`config.mk`:
```
export PLATFORM = sky130hd
export DESIGN_NAME = jpeg_sof_size_scanner
export DESIGN_NICKNAME = d
export VERILOG_FILES = /design/src/rtl/jss_pkg.sv /design/src/rtl/jss_mul.sv /design/src/rtl/jpeg_sof_size_scanner.sv
export SDC_FILE = /design/constraint.sdc
export NUM_CORES = 1
export LEC_CHECK = 0
export ABC_AREA = 0
export BUFFER_PORTS_ARGS = -buffer_cell sky130_fd_sc_hd__buf_2
export CORE_ASPECT_RATIO = 0.5
export CORE_UTILIZATION = 65
export DETAILED_ROUTE_END_ITERATION = 12
export GPL_TIMING_DRIVEN = 0
export MAX_ROUTING_LAYER = met4
export PLACE_DENSITY = 0.84
export REMOVE_ABC_BUFFERS = 1
export SETUP_SLACK_MARGIN = 0.15
export SLEW_MARGIN = 40
export SYNTH_ARGS = -nofsm -noshare
export SYNTH_HDL_FRONTEND = slang
export SYNTH_SLANG_ARGS = --single-unit
```
`constraint.sdc`:
```
create_clock -name clk_i -period 7.1 [get_ports clk_i]
set_input_delay 0.71 -clock clk_i [delete_from_list [all_inputs] [get_ports clk_i]]
set_output_delay 0.71 -clock clk_i [all_outputs]
set_load 0.01 [all_outputs]
```
`src/rtl/jss_pkg.sv`:
```
`timescale 1ns / 1ps
// Package for the JPEG start-of-frame size scanner.
// Holds marker codes, phase enum, multiplier handshake structs and marker classifiers.
package jss_pkg;

  localparam int unsigned ByteW = 8;
  localparam int unsigned DimW  = 16;
  localparam int unsigned OpAW  = 24;
  localparam int unsigned ProdW = 40;
  localparam int unsigned MulStepW = 4;

  localparam logic [7:0] MarkerPrefix = 8'hFF;
  localparam logic [7:0] SofFirst     = 8'hC0;
  localparam logic [7:0] SofLast      = 8'hCF;
  localparam logic [7:0] CodeDht      = 8'hC4;
  localparam logic [7:0] CodeJpg      = 8'hC8;
  localparam logic [7:0] CodeDac      = 8'hCC;
  localparam logic [7:0] CodeSoi      = 8'hD8;
  localparam logic [7:0] CodeTem      = 8'h01;
  localparam logic [7:0] RstFirst     = 8'hD0;
  localparam logic [7:0] RstLast      = 8'hD7;

  localparam logic [2:0] SofOffHiH   = 3'd3;
  localparam logic [2:0] SofOffLoH   = 3'd4;
  localparam logic [2:0] SofOffHiW   = 3'd5;
  localparam logic [2:0] SofOffLoW   = 3'd6;
  localparam logic [2:0] SofOffComps = 3'd7;

  typedef enum logic [3:0] {
    PH_SKIP0,
    PH_SKIP1,
    PH_HUNT,
    PH_CODE,
    PH_LEN_HI,
    PH_LEN_LO,
    PH_SKIPPING,
    PH_SOF,
    PH_MUL1,
    PH_MUL2,
    PH_DONE
  } phase_e;

  typedef struct packed {
    logic            start;
    logic [OpAW-1:0] a;
    logic [DimW-1:0] b;
  } mul_req_t;

  typedef struct packed {
    logic             done;
    logic [ProdW-1:0] product;
  } mul_rsp_t;

  function automatic logic is_sof(input logic [7:0] c);
    return (c inside {[SofFirst:SofLast]}) && !(c inside {CodeDht, CodeJpg, CodeDac});
  endfunction

  function automatic logic is_standalone(input logic [7:0] c);
    return c inside {CodeSoi, CodeTem, [RstFirst:RstLast]};
  endfunction

endpackage

```
`src/rtl/jss_mul.sv`:
```
`timescale 1ns / 1ps
// Shift-add multiplier: one multiplier bit per cycle across the 16-bit multiplier.
// Depends on jss_pkg for widths and the request/response structs.
module jss_mul (
  input  logic              clk_i,
  input  logic              rst_ni,
  input  jss_pkg::mul_req_t req_i,
  output jss_pkg::mul_rsp_t rsp_o
);
  import jss_pkg::*;

  logic                busy_q, busy_d;
  logic                done_q, done_d;
  logic [MulStepW-1:0] cnt_q, cnt_d;
  logic [ProdW-1:0]    acc_q, acc_d;
  logic [ProdW-1:0]    mcand_q, mcand_d;
  logic [DimW-1:0]     mplier_q, mplier_d;

  always_comb begin
    busy_d   = busy_q;
    done_d   = 1'b0;
    cnt_d    = cnt_q;
    acc_d    = acc_q;
    mcand_d  = mcand_q;
    mplier_d = mplier_q;
    if (req_i.start) begin
      busy_d   = 1'b1;
      cnt_d    = '0;
      acc_d    = '0;
      mcand_d  = {{(ProdW-OpAW){1'b0}}, req_i.a};
      mplier_d = req_i.b;
    end else if (busy_q) begin
      if (mplier_q[0]) begin
        acc_d = acc_q + mcand_q;
      end
      mcand_d  = {mcand_q[ProdW-2:0], 1'b0};
      mplier_d = {1'b0, mplier_q[DimW-1:1]};
      cnt_d    = cnt_q + 1'b1;
      if (cnt_q == {MulStepW{1'b1}}) begin
        busy_d = 1'b0;
        done_d = 1'b1;
      end
    end
  end

  always_ff @(posedge clk_i or negedge rst_ni) begin
    if (!rst_ni) begin
      busy_q <= 1'b0;
      done_q <= 1'b0;
      cnt_q  <= '0;
    end else begin
      busy_q <= busy_d;
      done_q <= done_d;
      cnt_q  <= cnt_d;
    end
  end

  always_ff @(posedge clk_i) begin
    acc_q    <= acc_d;
    mcand_q  <= mcand_d;
    mplier_q <= mplier_d;
  end

  assign rsp_o.done    = done_q;
  assign rsp_o.product = acc_q;

endmodule

```
`src/rtl/jpeg_sof_size_scanner.sv`:
```
`timescale 1ns / 1ps
// Top level of the JPEG start-of-frame size scanner.
// Depends on jss_pkg and jss_mul.
//
// Usage:
//   Input channel (in_valid_i / in_ready_o) carries one file byte per item with
//   last_i marking the final byte. Output channel (out_valid_o / out_ready_i)
//   carries image_bytes_o and found_o, at most one result per file.
//   The first two bytes are dropped; markers are then parsed. The first SOF
//   header yields width * height * components with found_o set; a file that
//   ends first yields zero with found_o clear on its last byte.
// Timing:
//   Ordinary bytes are taken one per cycle. A result for a last byte is
//   registered and appears in the cycle after it is taken. The component-count
//   byte of a SOF starts two passes through the shared 16-step shift-add
//   multiplier (height times components, then times width); no byte is taken
//   until the product is registered as the result.
//   A byte that can produce a result is held off while a result waits on the
//   output; other bytes keep flowing while the receiver stalls.
// Reset:
//   Asynchronous active-low reset returns the parser to the start of a file
//   and empties the output register.
module jpeg_sof_size_scanner (
  input  logic                      clk_i,
  input  logic                      rst_ni,
  input  logic                      in_valid_i,
  output logic                      in_ready_o,
  input  logic [jss_pkg::ByteW-1:0] data_byte_i,
  input  logic                      last_i,
  output logic                      out_valid_o,
  input  logic                      out_ready_i,
  output logic [jss_pkg::ProdW-1:0] image_bytes_o,
  output logic                      found_o
);
  import jss_pkg::*;

  phase_e            phase_q, phase_d;
  logic [ByteW-1:0]  len_hi_q, len_hi_d;
  logic [DimW-1:0]   skip_q, skip_d;
  logic [2:0]        sof_off_q, sof_off_d;
  logic [DimW-1:0]   height_q, height_d;
  logic [DimW-1:0]   width_q, width_d;
  logic              last_pend_q, last_pend_d;
  logic              out_valid_q, out_valid_d;
  logic [ProdW-1:0]  image_bytes_q, image_bytes_d;
  logic              found_q, found_d;

  logic              accept;
  logic              sof_final;
  logic              produces;
  logic [DimW-1:0]   seg_len;
  mul_req_t          mul_req;
  mul_rsp_t          mul_rsp;

  assign sof_final = (phase_q == PH_SOF) && (sof_off_q == SofOffComps);
  assign produces  = last_i || sof_final;
  assign accept    = in_valid_i && in_ready_o;
  assign seg_len   = {len_hi_q, data_byte_i};

  jss_mul u_mul (
    .clk_i (clk_i),
    .rst_ni(rst_ni),
    .req_i (mul_req),
    .rsp_o (mul_rsp)
  );

  // next state
  always_comb begin
    phase_d = phase_q;
    if (accept) begin
      case (phase_q)
        PH_SKIP0:    phase_d = PH_SKIP1;
        PH_SKIP1:    phase_d = PH_HUNT;
        PH_CODE: begin
          if (is_sof(data_byte_i)) begin
            phase_d = PH_SOF;
          end else if (is_standalone(data_byte_i)) begin
            phase_d = PH_HUNT;
          end else begin
            phase_d = PH_LEN_HI;
          end
        end
        PH_LEN_HI:   phase_d = PH_LEN_LO;
        PH_LEN_LO:   phase_d = (seg_len <= DimW'(2)) ? PH_HUNT : PH_SKIPPING;
        PH_SKIPPING: phase_d = (skip_q == DimW'(1)) ? PH_HUNT : PH_SKIPPING;
        PH_SOF:      phase_d = sof_final ? PH_MUL1 : PH_SOF;
        PH_DONE:     phase_d = PH_DONE;
        default:     phase_d = (data_byte_i == MarkerPrefix) ? PH_CODE : PH_HUNT;
      endcase
      if (last_i && !sof_final) begin
        phase_d = PH_SKIP0;
      end
    end else if (mul_rsp.done) begin
      case (phase_q)
        PH_MUL1: phase_d = PH_MUL2;
        PH_MUL2: phase_d = last_pend_q ? PH_SKIP0 : PH_DONE;
        default: phase_d = phase_q;
      endcase
    end
  end

  // outputs and datapath
  always_comb begin
    in_ready_o    = 1'b0;
    mul_req       = '0;
    len_hi_d      = len_hi_q;
    skip_d        = skip_q;
    sof_off_d     = sof_off_q;
    height_d      = height_q;
    width_d       = width_q;
    last_pend_d   = last_pend_q;
    out_valid_d   = out_valid_q && !out_ready_i;
    image_bytes_d = image_bytes_q;
    found_d       = found_q;

    case (phase_q)
      PH_MUL1, PH_MUL2: in_ready_o = 1'b0;
      default:          in_ready_o = !out_valid_q || !produces;
    endcase

    if (accept) begin
      case (phase_q)
        PH_CODE:     sof_off_d = '0;
        PH_LEN_HI:   len_hi_d = data_byte_i;
        PH_LEN_LO:   skip_d = seg_len - DimW'(2);
        PH_SKIPPING: skip_d = skip_q - DimW'(1);
        PH_SOF: begin
          case (sof_off_q)
            SofOffHiH: height_d = {data_byte_i, height_q[ByteW-1:0]};
            SofOffLoH: height_d = {height_q[DimW-1:ByteW], data_byte_i};
            SofOffHiW: width_d  = {data_byte_i, width_q[ByteW-1:0]};
            SofOffLoW: width_d  = {width_q[DimW-1:ByteW], data_byte_i};
            default:   ;
          endcase
          if (sof_final) begin
            last_pend_d   = last_i;
            mul_req.start = 1'b1;
            mul_req.a     = {{(OpAW-DimW){1'b0}}, height_q};
            mul_req.b     = {{(DimW-ByteW){1'b0}}, data_byte_i};
          end else begin
            sof_off_d = sof_off_q + 3'd1;
          end
        end
        default: ;
      endcase
      if (last_i && !sof_final && phase_q != PH_DONE) begin
        out_valid_d   = 1'b1;
        image_bytes_d = '0;
        found_d       = 1'b0;
      end
    end else if (mul_rsp.done) begin
      case (phase_q)
        PH_MUL1: begin
          mul_req.start = 1'b1;
          mul_req.a     = mul_rsp.product[OpAW-1:0];
          mul_req.b     = width_q;
        end
        PH_MUL2: begin
          out_valid_d   = 1'b1;
          image_bytes_d = mul_rsp.product;
          found_d       = 1'b1;
        end
        default: ;
      endcase
    end
  end

  always_ff @(posedge clk_i or negedge rst_ni) begin
    if (!rst_ni) begin
      phase_q     <= PH_SKIP0;
      out_valid_q <= 1'b0;
      last_pend_q <= 1'b0;
      skip_q      <= '0;
      sof_off_q   <= '0;
    end else begin
      phase_q     <= phase_d;
      out_valid_q <= out_valid_d;
      last_pend_q <= last_pend_d;
      skip_q      <= skip_d;
      sof_off_q   <= sof_off_d;
    end
  end

  always_ff @(posedge clk_i) begin
    len_hi_q      <= len_hi_d;
    height_q      <= height_d;
    width_q       <= width_d;
    image_bytes_q <= image_bytes_d;
    found_q       <= found_d;
  end

  assign out_valid_o   = out_valid_q;
  assign image_bytes_o = image_bytes_q;
  assign found_o       = found_q;

  a_no_intake_in_mul : assert property (@(posedge clk_i) disable iff (!rst_ni)
    in_ready_o |-> !(phase_q == PH_MUL1 || phase_q == PH_MUL2))
    else $error("byte taken during multiply");

  a_mul_done_phase : assert property (@(posedge clk_i) disable iff (!rst_ni)
    mul_rsp.done |-> (phase_q == PH_MUL1 || phase_q == PH_MUL2))
    else $error("multiplier finished outside a multiply phase");

  a_result_slot_free : assert property (@(posedge clk_i) disable iff (!rst_ni)
    (mul_rsp.done && phase_q == PH_MUL2) |-> !out_valid_q)
    else $error("product would overwrite a waiting result");

  a_not_found_zero : assert property (@(posedge clk_i) disable iff (!rst_ni)
    (out_valid_o && !found_o) |-> (image_bytes_o == '0))
    else $error("nonzero size without a frame header");

endmodule

```
==> key figures <==
Placed design
  • GPL Wtd Cong: 0.960
  • Dpl hpwl: 16.6 mm
  • Placement-stage worst setup slack: 2.95 ns
  • Placed Cells: 1393
  • IO buf count: 55

Synthesis
  • Post-Syn Instances: 1173
  • Synth area leaders: edfxtp_1, dfxtp_1, dfrtp_1
  • Sequential-to-total area share from yosys stat: 49.6%
  • Post-synthesis xor/xnor area fraction: 3.85%
  • Post-synth top area cell: edfxtp_1
  • Post-synth EDFFs: 121
  • Post-synthesis adder-cell area fraction: 5.79%
  • Share of Yosys cell area claimed by the top area cell type: 32.6%
  • #FFs+latches synth: 208
  • Fraction of the mapped netlist area in compound gates: 15.9%
  • Distinct cell type count after synthesis: 68
  • Fraction of registers with async set/reset: 14.9%
  • Mux contribution to synthesized area: 1.80%
  • Main combinational cell family by area after synthesis: simple AND/OR/NAND/NOR gates
  • Ys flop type: edfxtp_1
  • Simple-gate portion of the synthesized area: 19.8%
  • Mapped Area: 11100 um2
  • Synthesis Warnings: 0
  • Avg Cell Area, Syn: 9.50 um2

Final layout
  • Finished Layout Cells: 1427
  • Synth-to-layout area growth: 9.81%
  • Commonest non-fill, non-tap cell in the layout: nand2_1
  • Antenna Cells: 0
  • Nets: 1251
  • Final Core Density: 73.9%
  • Share of post-route cells with drive strength above 1: 9.75%
  • Commonest cells after routing, fill and taps aside: nand2_1, edfxtp_1, a21oi_1

Floorplan
  • Die extent in y: 94.6 um
  • Io pins: 56
  • Core region area: 16600 um2
  • Starting Density: 67.3%
  • Die W: 187 um
  • Cell Rows: 33
  • Die area: 17700 um2

Worst setup path
  • Setup slack, reg-to-reg: 2.79 ns
  • Critical Path Source Type: register
  • Required @ worst endpoint: 7.23 ns
  • Worst setup endpoint: u_mul.mcand_q[4]
  • R2r startpoint: sof_off_q[2]
  • FF-to-FF End: u_mul.mcand_q[4]
  • Critical-path maximum fanout: 53
  • Critical Path AT: 4.44 ns
  • Crit path launch: sof_off_q[2]
  • Reg2reg path depth: 9
  • Crit path kind: register to register
  • Worst setup EP type: register

Clock network
  • Number of buffers created by CTS: 19
  • CTS H-Tree Depth: 1
  • Post-CTS Setup Inserts: 0
  • Cts repair resizes: 0
  • Cts hold-fix bufs: 0
  • TritonCTS clock tree: built
  • Clock-pin slew on the worst setup and hold paths: 0.07 ns
  • Clock root buffer: clkbuf_16
  • Later-pin clock latency in the skew report: 0.51 ns
  • Max Buffers Root-to-Sink: 3
  • Clock Sinks: 208

Global route
  • GR Overflow Total: 0
  • Largest net degree at the start of global routing: 54
  • Vias in the first global route: 8532
  • Initial antenna violation count: 0
  • Global-route wire length before repair: 40.8 mm
  • All-layer global routing usage: 29.4%

Routing
  • Initial drt markers: 842
  • WL/cell: 17.6 um
  • DRC: 0
  • Vias/cell: 6.22
  • Initial DRT Pass Iterations: 5
  • Antenna viol nets, final: 0
  • Vias: 8878
  • Final WL: 25.0 mm

Pwr
  • Pwr Total: 3.38 mW
  • Leakage Power: 4.79 nW
  • IR drop worst, VDD: 0.000200 V
  • Power Density: 276 nW/um2

STA
  • Hold Fails Final Rpt: 0
  • Max-slew violations: 0
  • Finish-stage setup viols: 0
  • FMAX: 0.232 GHz
  • Worst Max-Slew Pin Slew: 0.739 ns
  • Fin crit period: 4.31 ns
  • Tcrit/Tclk final: 60.7%
  • Slew HR: 50.7%
  • RSZ-0062 raised after global routing: false
  • Clk_skew: 0.0259 ns
  • Final setup margin: 2.79 ns

Worst hold path
  • HP Class: primary input to asynchronous set/reset pin

Status
  • Outcome: finished clean

Run
  • Max-cap viol count: 0
[per-stage QoR]
| stage | setup TNS (ns) | hold slack [ns] | area [um2] |
|---|---|---|---|
| finish | 0 | 0.266 | 12200 |
| global route | 0 | 0.322 | 12200 |
| CTS | 0 | 0.273 | 12200 |
| detailed placement | 0 | 0.464 | 11600 |
| global placement | -101.67 | 0.456 | 11400 |
| floorplan | 0 | 0.414 | 10900 |
[worst max-delay path, stage by stage, from the launching register on]
cell,delay [ns]
dfrtp_1,0.61
ha_1,0.45
a31o_2,0.26
a21oi_1,0.19
and2_1,0.28
clkinv_2,0.56
nor2_4,0.67
buf_16,0.24
nor2_4,0.12
nand2_4,0.51
[synth_stat cells (all sizes together), types with 11 or more instances]
cell type  instances
xnor2             21
nand3             29
a21oi            100
and2              58
dfxtp             56
edfxtp           121
nor3              26
or3               14
dfrtp             31
nor2              75
a21o              20
nand2            205
mux2i             20
xor2              28
o21ai             67
buf               11
clkbuf            58
and3              22
a22oi             25
inv               21
ha                50
[routing by layer]
metal	global-route usage [%]	vias up	part of all wire, %
li1	-	4235	-
met1	35.7	4235	42
met2	50.7	341	49
met3	4.24	67	6.3
met4	11.2	0	3.0
met5	-	-	0
[state kept, by name, summed over array words and instances (netlist names)]
signal,flops
u_mul.acc_q,40
found_o,1
height_q,16
u_mul.busy_q,1
u_mul.cnt_q,4
out_valid_o,1
skip_q,16
u_mul.mplier_q,16
width_q,16
len_hi_q,8
u_mul.mcand_q,40
last_pend_q,1
u_mul.done_q,1
image_bytes_o,40
phase_q,4
sof_off_q,3
[report_power, final]
part           leakage (nW)  total [mW]  switching, mW  internal, mW
combinational          2.66       0.848          0.492         0.357
clock                 0.288       0.982          0.451         0.531
sequential             1.84        1.55          0.123          1.42
[final cells by class]
cell class / instances / area (um2)
fill: 1177 / 4320
inverter: 21 / 80.1
clock buffer: 26 / 533
clock inverter: 8 / 46.3
multi-input combinational: 875 / 5330
timing repair buffer: 62 / 430
tap: 227 / 284
sequential: 208 / 5530
[logic make-up (layout without fill, tap and decap cells)]
kind of cell	after synthesis	count (layout)
AO/OA/AOI/OAI	287	287
XOR/XNOR	49	49
adder cells (fa/ha/maj)	51	51
buffers and inverters	90	117
flip-flops	208	208
multiplexers	20	20
AND/OR/NAND/NOR	468	468
[how the worst min path moves through the flow]
stage | start | endpoint | slack [ns] | cells past startpoint
floorplan | rst_ni | last_pend_q | 0.41 | 0
global placement | u_mul.acc_q[31] | u_mul.acc_q[31] | 0.46 | 2
detailed placement | u_mul.acc_q[30] | u_mul.acc_q[30] | 0.46 | 2
CTS | rst_ni | skip_q[1] | 0.27 | 1
global route | rst_ni | sof_off_q[0] | 0.32 | 1
finish | rst_ni | skip_q[8] | 0.27 | 1
No activity file was read; power rests on OpenSTA's default activity.
